==> src/design/spwt_pkg.sv <==
// Shared types and constants for the signed pulse width thermometer.
// Used by spwt_meas, spwt_scale and signed_pulse_width_thermometer.
package spwt_pkg;

  // Register widths and indexes of the configuration port
  localparam int IdleTimeoutW = 16;
  localparam int MaxWidthW    = 14;
  localparam int CfgIndexW    = 1;
  localparam int CfgDataW     = 16;

  localparam logic [CfgIndexW-1:0] REG_IDLE_TIMEOUT = 1'd0;
  localparam logic [CfgIndexW-1:0] REG_MAX_WIDTH    = 1'd1;

  localparam logic [IdleTimeoutW-1:0] IDLE_TIMEOUT_RST = 16'd65000;
  localparam logic [MaxWidthW-1:0]    MAX_WIDTH_RST    = 14'd10000;

  // Counter and field widths
  localparam int IdleCountW = 17;
  localparam int MagW       = 12;
  localparam int DutyW      = 7;

  // Scale by 19/100: floor(width * 19 / 100) == (width * ScaleMul) >> ScaleShift
  // for every 14-bit width (rounding error stays below 1/100 of one step).
  localparam int ScaleShift = 24;
  localparam int ScaleMulW  = 22;
  localparam logic [ScaleMulW-1:0] ScaleMul = 22'd3187672;
  localparam int ProdW = MaxWidthW + ScaleMulW;

  // Heater duty steps and magnitude thresholds
  localparam logic [DutyW-1:0] DUTY_OFF  = 7'd0;
  localparam logic [DutyW-1:0] DUTY_MIN  = 7'd10;
  localparam logic [DutyW-1:0] DUTY_LOW  = 7'd20;
  localparam logic [DutyW-1:0] DUTY_MID  = 7'd50;
  localparam logic [DutyW-1:0] DUTY_HIGH = 7'd80;
  localparam logic [DutyW-1:0] DUTY_MAX  = 7'd100;

  localparam logic [MagW-1:0] MAG_STEP1 = 12'd5;
  localparam logic [MagW-1:0] MAG_STEP2 = 12'd10;
  localparam logic [MagW-1:0] MAG_STEP3 = 12'd20;
  localparam logic [MagW-1:0] MAG_STEP4 = 12'd30;

  // Raw measurement event from the pulse tracker
  typedef struct packed {
    logic                 valid;
    logic [MaxWidthW-1:0] width;
    logic                 negative;
    logic                 error;
  } meas_evt_t;

  // Finished result fields
  typedef struct packed {
    logic [DutyW-1:0] heater_duty;
    logic             error;
    logic             negative;
    logic [MagW-1:0]  magnitude;
  } result_t;

endpackage

==> src/design/signed_pulse_width_thermometer.sv <==
// A sample is first captured in the sample register, then its result (if any)
// is written to the output register when the pipeline next advances.
// One sample per clock is taken while the output register is empty or being
// drained; the sample and result registers move together in that case.
// Reset (rst, synchronous): waiting phase, counters cleared, registers back
// to idle_timeout 65000 and max_width 10000, no result pending.
module signed_pulse_width_thermometer
  import spwt_pkg::*;
(
  input  logic                 clk,
  input  logic                 rst,
  input  logic                 s_tvalid,
  output logic                 s_tready,
  input  logic [7:0]           s_tdata,   // [0] plus_active, [1] minus_active
  output logic                 m_tvalid,
  input  logic                 m_tready,
  output logic [23:0]          m_tdata,   // [11:0] magnitude, [12] negative,
                                          // [13] error, [20:14] heater_duty
  input  logic                 cfg_wen,
  input  logic [CfgIndexW-1:0] cfg_index,
  input  logic [CfgDataW-1:0]  cfg_wdata
);

  logic [IdleTimeoutW-1:0] idle_timeout;
  logic [MaxWidthW-1:0]    max_width;
  logic                    advance;
  meas_evt_t               evt;
  result_t                 res;
  result_t                 out_res;

  // Configuration registers
  always_ff @(posedge clk) begin
    if (rst) begin
      idle_timeout <= IDLE_TIMEOUT_RST;
      max_width    <= MAX_WIDTH_RST;
    end else if (cfg_wen) begin
      unique case (cfg_index)
        REG_IDLE_TIMEOUT: idle_timeout <= cfg_wdata[IdleTimeoutW-1:0];
        REG_MAX_WIDTH:    max_width    <= cfg_wdata[MaxWidthW-1:0];
        default:          ;
      endcase
    end
  end

  // Move the whole pipeline when the result slot is free or draining
  assign advance  = !m_tvalid || m_tready;
  assign s_tready = advance;

  spwt_meas u_meas (
    .clk          (clk),
    .rst          (rst),
    .advance      (advance),
    .in_valid     (s_tvalid),
    .in_plus      (s_tdata[0]),
    .in_minus     (s_tdata[1]),
    .idle_timeout (idle_timeout),
    .max_width    (max_width),
    .evt          (evt)
  );

  spwt_scale u_scale (
    .evt (evt),
    .res (res)
  );

  // Result register
  always_ff @(posedge clk) begin
    if (rst) begin
      m_tvalid <= 1'b0;
    end else if (advance) begin
      m_tvalid <= evt.valid;
    end
  end

  always_ff @(posedge clk) begin
    if (advance) begin
      out_res <= res;
    end
  end

  assign m_tdata = {3'b000, out_res.heater_duty, out_res.error, out_res.negative,
                    out_res.magnitude};

  // An error result is negative with zero magnitude
  a_err_form: assert property (@(posedge clk) disable iff (rst)
    m_tvalid && out_res.error |-> out_res.negative && out_res.magnitude == '0)
    else $error("error result not negative with zero magnitude");

  // Magnitude never exceeds the scaled longest pulse
  a_mag_range: assert property (@(posedge clk) disable iff (rst)
    m_tvalid |-> out_res.magnitude <= 12'd3112)
    else $error("magnitude out of range");

  // Positive readings never drive the heater
  a_duty_pos: assert property (@(posedge clk) disable iff (rst)
    m_tvalid && !out_res.negative |-> out_res.heater_duty == DUTY_OFF)
    else $error("heater duty set on positive reading");

  // A held result stays put while stalled
  a_hold: assert property (@(posedge clk) disable iff (rst)
    m_tvalid && !m_tready |=> m_tvalid && $stable(out_res))
    else $error("stalled result changed");

  // Reset leaves no result pending
  a_rst: assert property (@(posedge clk) rst |=> !m_tvalid)
    else $error("result valid after reset");

endmodule

==> src/design/spwt_meas.sv <==
// Input sample register and pulse tracking state (idle wait, sign latch,
// width count). Depends on spwt_pkg.
module spwt_meas
  import spwt_pkg::*;
(
  input  logic                    clk,
  input  logic                    rst,
  input  logic                    advance,
  input  logic                    in_valid,
  input  logic                    in_plus,
  input  logic                    in_minus,
  input  logic [IdleTimeoutW-1:0] idle_timeout,
  input  logic [MaxWidthW-1:0]    max_width,
  output meas_evt_t               evt
);

  logic                  smp_valid;
  logic                  smp_plus;
  logic                  smp_minus;
  logic                  measuring;
  logic                  measuring_next;
  logic [IdleCountW-1:0] idle_count;
  logic [IdleCountW-1:0] idle_count_next;
  logic [MaxWidthW-1:0]  width_count;
  logic [MaxWidthW-1:0]  width_count_next;
  logic                  sign_latch;
  logic                  sign_latch_next;
  logic                  idle;
  logic [IdleCountW-1:0] idle_inc;
  logic [MaxWidthW-1:0]  width_inc;

  // Capture one sample per transaction
  always_ff @(posedge clk) begin
    if (rst) begin
      smp_valid <= 1'b0;
    end else if (advance) begin
      smp_valid <= in_valid;
    end
  end

  always_ff @(posedge clk) begin
    if (advance) begin
      smp_plus  <= in_plus;
      smp_minus <= in_minus;
    end
  end

  assign idle      = !smp_plus && !smp_minus;
  assign idle_inc  = idle_count + 1'b1;
  assign width_inc = width_count + 1'b1;

  // Track the waiting and measuring phases for the held sample
  always_comb begin
    measuring_next   = measuring;
    idle_count_next  = idle_count;
    width_count_next = width_count;
    sign_latch_next  = sign_latch;
    evt              = '0;
    if (smp_valid) begin
      if (!measuring) begin
        if (idle) begin
          idle_count_next = idle_inc;
          if (idle_inc > {1'b0, idle_timeout}) begin
            idle_count_next = '0;
            evt.valid       = 1'b1;
            evt.negative    = 1'b1;
            evt.error       = 1'b1;
          end
        end else begin
          measuring_next   = 1'b1;
          sign_latch_next  = smp_minus;
          width_count_next = '0;
          idle_count_next  = '0;
        end
      end else begin
        width_count_next = width_inc;
        priority if (idle && width_inc <= max_width && width_inc != '0) begin
          measuring_next   = 1'b0;
          width_count_next = '0;
          evt.valid        = 1'b1;
          evt.width        = width_inc;
          evt.negative     = sign_latch;
        end else if (width_inc >= max_width || width_inc == '0) begin
          measuring_next   = 1'b0;
          width_count_next = '0;
          evt.valid        = 1'b1;
          evt.negative     = sign_latch;
        end else begin
          measuring_next = 1'b1;
        end
      end
    end
  end

  // Advance the tracker state when the sample moves on
  always_ff @(posedge clk) begin
    if (rst) begin
      measuring   <= 1'b0;
      idle_count  <= '0;
      width_count <= '0;
      sign_latch  <= 1'b0;
    end else if (advance) begin
      measuring   <= measuring_next;
      idle_count  <= idle_count_next;
      width_count <= width_count_next;
      sign_latch  <= sign_latch_next;
    end
  end

endmodule

==> src/design/spwt_scale.sv <==
// Scales a pulse width by 19/100 and derives the heater duty step.
// Depends on spwt_pkg.
module spwt_scale
  import spwt_pkg::*;
(
  input  meas_evt_t evt,
  output result_t   res
);

  logic [ProdW-1:0] prod;
  logic [MagW-1:0]  mag;

  // Divide by 100 through a reciprocal multiply
  assign prod = ProdW'(evt.width) * ProdW'(ScaleMul);
  assign mag  = prod[ScaleShift +: MagW];

  // Pick the duty step for negative readings (off for positive ones)
  always_comb begin
    res.magnitude = mag;
    res.negative  = evt.negative;
    res.error     = evt.error;
    priority if (!evt.negative) begin
      res.heater_duty = DUTY_OFF;
    end else if (mag > MAG_STEP4) begin
      res.heater_duty = DUTY_MAX;
    end else if (mag > MAG_STEP3) begin
      res.heater_duty = DUTY_HIGH;
    end else if (mag > MAG_STEP2) begin
      res.heater_duty = DUTY_MID;
    end else if (mag > MAG_STEP1) begin
      res.heater_duty = DUTY_LOW;
    end else begin
      res.heater_duty = DUTY_MIN;
    end
  end

endmodule
==> config.mk <==
export PLATFORM = sky130hd
export DESIGN_NAME = signed_pulse_width_thermometer
export DESIGN_NICKNAME = d
export VERILOG_FILES = /design/src/design/spwt_pkg.sv /design/src/design/signed_pulse_width_thermometer.sv /design/src/design/spwt_meas.sv /design/src/design/spwt_scale.sv
export SDC_FILE = /design/constraint.sdc
export NUM_CORES = 1
export LEC_CHECK = 0
export ABC_CLOCK_PERIOD_IN_PS = 28100
export BUFFER_PORTS_ARGS = -buffer_cell sky130_fd_sc_hd__buf_2
export CORE_MARGIN = 4
export CORE_UTILIZATION = 55
export DETAILED_ROUTE_END_ITERATION = 8
export PLACE_DENSITY = 0.72
export RECOVER_POWER = 100
export SLEW_MARGIN = 25
export SYNTH_ARGS = -nofsm -noshare
export SYNTH_HDL_FRONTEND = slang
export SYNTH_SLANG_ARGS = --single-unit
==> constraint.sdc <==
create_clock -name clk -period 28.1 [get_ports clk]
set_input_delay 2.81 -clock clk [delete_from_list [all_inputs] [get_ports clk]]
set_output_delay 2.81 -clock clk [all_outputs]
set_load 0.02 [all_outputs]
==> results.sh, run 1 <==
export IMPL_power_frac_comb_pct=6.8
export IMPL_maxCapViolCount=1
export IMPL_root_buffer="clkbuf_16"
export IMPL_synth_warnings=0
export IMPL_critPathBufInv=6
export IMPL_finalPower_uw=271
export IMPL_cts_tree="done"
export IMPL_grt_max_degree=66
export IMPL_design_die_area_um2=19600
export IMPL_fillerInstances=1500
export IMPL_htree_levels=3
export IMPL_critPathArrivalTime_ns=11.68
export IMPL_grt_usage_pct=22.7
export IMPL_grt_pass1_wl_um=36100
export IMPL_post_route_util_pct=60.5
export IMPL_fin_nets=1362
export IMPL_fin_crit_sh_pct=41.3
export IMPL_multi_input_area_um2=6770
export IMPL_finalHoldViolations=0
export IMPL_clock_path_buffers=2
export IMPL_slowest_delay_ns=0.69
export IMPL_p_leak_nw=5.45
export IMPL_drt_iter0_drc=377
export IMPL_clkTransAtPathRegs_ns=0.07
export IMPL_numPortBuffers=45
export IMPL_setup_tns_ns=0
export IMPL_power_density_nw_per_um2=26.6
export IMPL_hold_path_class="reg -> reg"
export IMPL_postCtsSetupBuffers=0
export IMPL_sw_frac_of_total_pct=26.1
export IMPL_register_area_um2=1960
export IMPL_cts_resized=0
export IMPL_power_switching_uw=70.6
export IMPL_critical_path_class="reg -> reg"
export IMPL_diodes=0
export IMPL_synthesis_area_um2=9560
export IMPL_critPathLaunchType="register"
export IMPL_grt_pass1_vias=7298
export IMPL_period_needed_ns=11.61
export IMPL_gp_congestion=0.936
export IMPL_p_int_uw=200
export IMPL_crit_family="adder cells"
export IMPL_start_util_pct=56.9
export IMPL_rsz0062_at_grt="no"
export IMPL_drv_slew=28
export IMPL_setup_viol=0
export IMPL_cts_buffers=9
export IMPL_pwr_share_seq_pct=49.2
export IMPL_synthCells=1074
export IMPL_wl_per_cell_um=16.2
export IMPL_hpwl_um=17600
export IMPL_cp_end_kind="register"
export IMPL_syn_avg_cell_area_um2=8.91
export IMPL_area_delta_synth_final_pct=6.42
export IMPL_boundaryPins=56
export IMPL_use_met1_pct=30.6
export IMPL_clk_latency_ns=0.36
export IMPL_status="complete, but fails checks"
export IMPL_violations="capacitance limit, slew limit"
export IMPL_synth_edff_count=22
export IMPL_cts_sinks=87
export IMPL_grt_busiest_layer="met2"
export IMPL_synthFlopType="dfxtp_1"
export IMPL_finalClockSkew_ns=0.0133
export IMPL_place_ws_ns=17.61
export IMPL_drt_first_pass_iters=5
export IMPL_route_detailed_drc=0
export IMPL_crit_top_cell="inv_1"
export IMPL_worst_ir_drop_vdd_uv=32.0
export IMPL_die_w_um=140
export IMPL_vias_per_cell=5.56
export IMPL_drive_above_1_share_pct=4.98
export IMPL_relSlewSlack_pct=-13.1
export IMPL_antenna_found_initial=0
export IMPL_grt_ovfl_total=0
export IMPL_yosys_register_bits=87
export IMPL_grtUsageMet3_pct=4.08
export IMPL_fin_ws_ns=16.49
export IMPL_grt_use_met2_pct=38.0
export IMPL_critical_path_max_fanout=14
export IMPL_holdBufCountCts=0
export IMPL_num_rows=47
export IMPL_synth_async_reset_ratio_pct=0
export IMPL_wl_um=21400
export IMPL_vias=7367
export IMPL_synth_cell_type_count=70
export IMPL_timing_fmax_mhz=86.1
export IMPL_power_frac_clock_pct=44.0
export IMPL_detail_route_antenna_nets=0
export IMPL_coreArea_um2=16800
export IMPL_die_h_um=140
export IMPL_slowest_stage="dfxtp_1"
export IMPL_ys_seq_area_share_pct=20.5
export IMPL_cp_required_ns=28.17
export IMPL_tightest_slew_ns=1.69
==> through the flow <==
step	hold WS [ns]	cells	cell area, um^2
floorplan	0.436	1077	9580
global placement	0.444	1308	9940
detailed placement	0.449	1308	9940
CTS	0.459	1324	10200
global route	0.470	1324	10200
finish	0.457	1324	10200
==> per-layer routing <==
| layer | vias to the layer above | part of all wire (%) |
|---|---|---|
| met2 | 163 | 47 |
| met4 | 0 | 1.9 |
| li1 | 3711 | - |
| met5 | - | 0 |
| met3 | 30 | 4.9 |
| met1 | 3463 | 46 |
==> flip-flops by register name, indices dropped and copies added (netlist names) <==
name,count
u_meas.smp_valid,1
m_tdata,20
u_meas.measuring,1
idle_timeout,16
u_meas.idle_count,17
u_meas.smp_minus,1
max_width,14
m_tvalid,1
u_meas.smp_plus,1
u_meas.sign_latch,1
u_meas.width_count,14
==> power by group through the flow <==
stage               clock (mW)  combinational (mW)  sequential [mW]
floorplan                    0              0.0131            0.136
global placement             0              0.0183            0.136
detailed placement           0              0.0186            0.136
CTS                      0.123              0.0187            0.133
global route             0.127              0.0213            0.133
finish                   0.119              0.0184            0.133
==> worst register-to-register path: cells and delay by family (launching register included) <==
family | cells | cell delay [ns]
DFF | 1 | 0.69
xor gates and xnor gates | 1 | 0.38
adders and majority gates | 8 | 3.44
buffers and inverters | 6 | 0.98
AOI/OAI and AO/OA | 10 | 3.07
and+or+nand+nor | 8 | 2.59
muxes | 1 | 0.19
==> final cells by class <==
cell class              count  share of cell area [%]
inverters                 174                    6.42
repair buffers             48                    2.10
well taps                 220                    2.70
multi-input cells         779                    66.6
clock inverters             7                   0.738
flip-flops and latches     87                    19.3
clock buffers               9                    2.21
==> cells in the final DEF (no fill, tap or decap), types with 6 or more instances in the layout <==
cell,count
nor2b_1,8
a311oi_1,7
a22oi_1,21
clkbuf_16,9
inv_1,173
buf_2,21
ha_1,162
dfxtp_1,65
o21ai_0,23
a31oi_1,7
xor2_1,20
nand4_1,14
o21a_1,11
a21o_1,24
nand3_1,17
a211o_1,11
xnor2_1,22
nor3_1,14
and2_1,15
nor2_1,60
nand2_1,85
and3_1,21
nand3b_1,7
edfxtp_1,22
fa_1,71
clkbuf_1,25
or3_1,6
o211ai_1,9
a21oi_1,57
nand2b_1,13
==> synthesized netlist by cell type (21+ instances only) <==
cell	instances	area (um^2)
a21o_1	24	180
dfxtp_1	65	1300
xnor2_1	21	184
a22oi_1	21	158
nor2_1	59	221
fa_1	71	1420
and3_1	21	131
clkbuf_1	27	101
o21ai_0	21	105
nand2_1	85	319
a21oi_1	57	285
ha_1	162	2030
inv_1	173	649
edfxtp_1	22	661
==> cells by family (layout without fill, tap and decap cells) <==
kind of cell / Yosys count / after routing / share of synthesized area, %
fa+ha+maj: 234 / 234 / 36.2
other cells: 1 / 4 / 0.0392
simple gates: 288 / 288 / 15.3
buf+inv: 211 / 238 / 8.53
flops: 87 / 87 / 20.5
compound gates: 206 / 206 / 14.9
mux: 4 / 4 / 0.419
xor+xnor: 43 / 43 / 4.09
==> worst paths after layout <==
check | start | endpoint | slack [ns] | cells past startpoint
worst max-delay path | u_meas.width_count[0] | m_tdata[19] | 16.49 | 34
worst max register to register | u_meas.width_count[0] | m_tdata[19] | 16.49 | 34
worst min register to register | max_width[3] | max_width[3] | 0.46 | 2
worst min-delay path | max_width[3] | max_width[3] | 0.46 | 2
(Power assumes the default switching activity.)
==> run 2, diff against run 1 <==
--- a/config.mk
+++ b/config.mk
@@ -5,7 +5,7 @@
 export SDC_FILE = /design/constraint.sdc
 export NUM_CORES = 1
 export LEC_CHECK = 0
-export ABC_CLOCK_PERIOD_IN_PS = 28100
+export ABC_CLOCK_PERIOD_IN_PS = 11800
 export BUFFER_PORTS_ARGS = -buffer_cell sky130_fd_sc_hd__buf_2
 export CORE_MARGIN = 4
 export CORE_UTILIZATION = 55
==> constraint.sdc (replaced) <==
create_clock -name clk -period 11.8 [get_ports clk]
set_input_delay 1.18 -clock clk [delete_from_list [all_inputs] [get_ports clk]]
set_output_delay 1.18 -clock clk [all_outputs]
set_load 0.02 [all_outputs]
==> run 2 against run 1 <==
Compared with the run above: the run still ends with capacitance limit, slew limit left; final area barely moved; sequential cell count did not move; count of clock-buffer cells in the layout rose by 1; combinational power rose by 140%; largest cell class unchanged.
==> results.sh, run 2 (synthesis gave the netlist of run 1 again) <==
export IMPL_status="complete, but fails checks"
export IMPL_violations="capacitance limit, slew limit"
export IMPL_design_die_area_um2=19600
export IMPL_drv_slew=55
export IMPL_drive_above_1_share_pct=5.25
export IMPL_crit_family="adder cells"
export IMPL_vias=7426
export IMPL_numPortBuffers=45
export IMPL_rsz0062_at_grt="no"
export IMPL_grt_pass1_vias=7293
export IMPL_route_detailed_drc=0
export IMPL_largest_register_ffs=20
export IMPL_start_util_pct=56.9
export IMPL_cp_required_ns=11.87
export IMPL_clk_latency_ns=0.35
export IMPL_power_density_nw_per_um2=63.0
export IMPL_boundaryPins=56
export IMPL_slowest_delay_ns=0.68
export IMPL_worst_ir_drop_vdd_uv=84.1
export IMPL_drt_iter0_drc=338
export IMPL_crit_top_cell="inv_1"
export IMPL_fillerInstances=1529
export IMPL_hold_path_class="reg -> reg"
export IMPL_diodes=0
export IMPL_final_common_cell="inv_1"
export IMPL_critPathBufInv=6
export IMPL_slowest_stage="dfxtp_1"
export IMPL_critical_path_max_fanout=14
export IMPL_cts_resized=0
export IMPL_critical_path_class="reg -> reg"
export IMPL_finalHoldViolations=0
export IMPL_period_needed_ns=10.82
export IMPL_vias_per_cell=5.61
export IMPL_grt_pass1_wl_um=36200
export IMPL_drt_first_pass_iters=5
export IMPL_grt_usage_pct=22.8
export IMPL_setup_tns_ns=0
export IMPL_finalPower_uw=642
export IMPL_final_cell_mix="inv_1, ha_1, nand2_1"
export IMPL_timing_fmax_mhz=92.4
export IMPL_holdBufCountCts=0
export IMPL_antenna_found_initial=0
export IMPL_critPathLaunchType="register"
export IMPL_setup_viol=0
export IMPL_fin_ws_ns=0.980
export IMPL_die_w_um=140
export IMPL_num_rows=47
export IMPL_cp_end_kind="register"
export IMPL_area_delta_synth_final_pct=6.49
export IMPL_wl_um=21800
export IMPL_finalClockSkew_ns=0.00844
export IMPL_htree_levels=3
export IMPL_fin_nets=1362
export IMPL_p_leak_nw=5.47
export IMPL_coreArea_um2=16800
export IMPL_grt_max_degree=66
export IMPL_critPathArrivalTime_ns=10.89
export IMPL_cts_sinks=87
export IMPL_fin_crit_sh_pct=91.7
export IMPL_hpwl_um=17800
export IMPL_postCtsSetupBuffers=0
export IMPL_maxCapViolCount=2
export IMPL_gp_congestion=0.939
export IMPL_cts_tree="done"
export IMPL_wl_per_cell_um=16.5
export IMPL_cts_buffers=9
export IMPL_clock_path_buffers=2
export IMPL_root_buffer="clkbuf_16"
export IMPL_die_h_um=140
export IMPL_tightest_slew_ns=1.69
export IMPL_grt_ovfl_total=0
export IMPL_detail_route_antenna_nets=0
export IMPL_place_ws_ns=1.36
export IMPL_relSlewSlack_pct=-12.9
export IMPL_clkTransAtPathRegs_ns=0.07
[run 2: path summary, 6_finish.rpt]
kind / from / end / slack, ns / cells past startpoint
worst max register to register: u_meas.width_count[0] / m_tdata[19] / 0.98 / 35
worst max-delay path: u_meas.width_count[0] / m_tdata[19] / 0.98 / 35
worst min register to register: idle_timeout[2] / idle_timeout[2] / 0.46 / 2
worst min-delay path: idle_timeout[2] / idle_timeout[2] / 0.46 / 2
[run 2: area by class of cell]
class	instances	area, um^2	share of cell area (%)
Sequential cell	87	1960	19.3
Multi-Input combinational cell	779	6790	66.7
Tap cell	220	275	2.70
Clock buffer	10	239	2.35
Inverter	174	653	6.41
Clock inverter	6	46.3	0.455
Timing Repair Buffer	48	218	2.14
[run 2: through the flow]
| stage | instance area (um^2) | std cells | hold slack, ns | util [%] |
|---|---|---|---|---|
| after floorplan | 9580 | 1077 | 0.436 | - |
| after global placement | 9940 | 1308 | 0.443 | 59.1 |
| after detailed placement | 9940 | 1308 | 0.448 | 59.1 |
| after CTS | 10200 | 1324 | 0.458 | 60.8 |
| after global routing | 10200 | 1324 | 0.477 | 60.6 |
| final | 10200 | 1324 | 0.456 | 60.6 |
[run 2: power by group]
group,total [mW],switching (mW),internal (mW)
sequential,0.317,0.00527,0.312
clock,0.280,0.129,0.151
combinational,0.0442,0.0287,0.0155
[run 2: worst reg2reg max path, delay by kind of cell (launching register included)]
kind                     cells  cell delay [ns]
multiplexers                 1             0.19
AND/OR/NAND/NOR              8             2.23
adder cells (fa/ha/maj)      8             3.46
XOR/XNOR                     1             0.33
AO/OA/AOI/OAI               11             2.93
flip-flops                   1             0.68
buffers and inverters        6             0.71
[run 2: per-layer routing]
layer | track usage, % | wire length [um] | share of wire (%)
met3 | 3.74 | 995 | 4.6
met4 | 6.53 | 419 | 1.9
met1 | 30.8 | 10000 | 46
met5 | 0 | 0 | 0
met2 | 37.9 | 10400 | 48
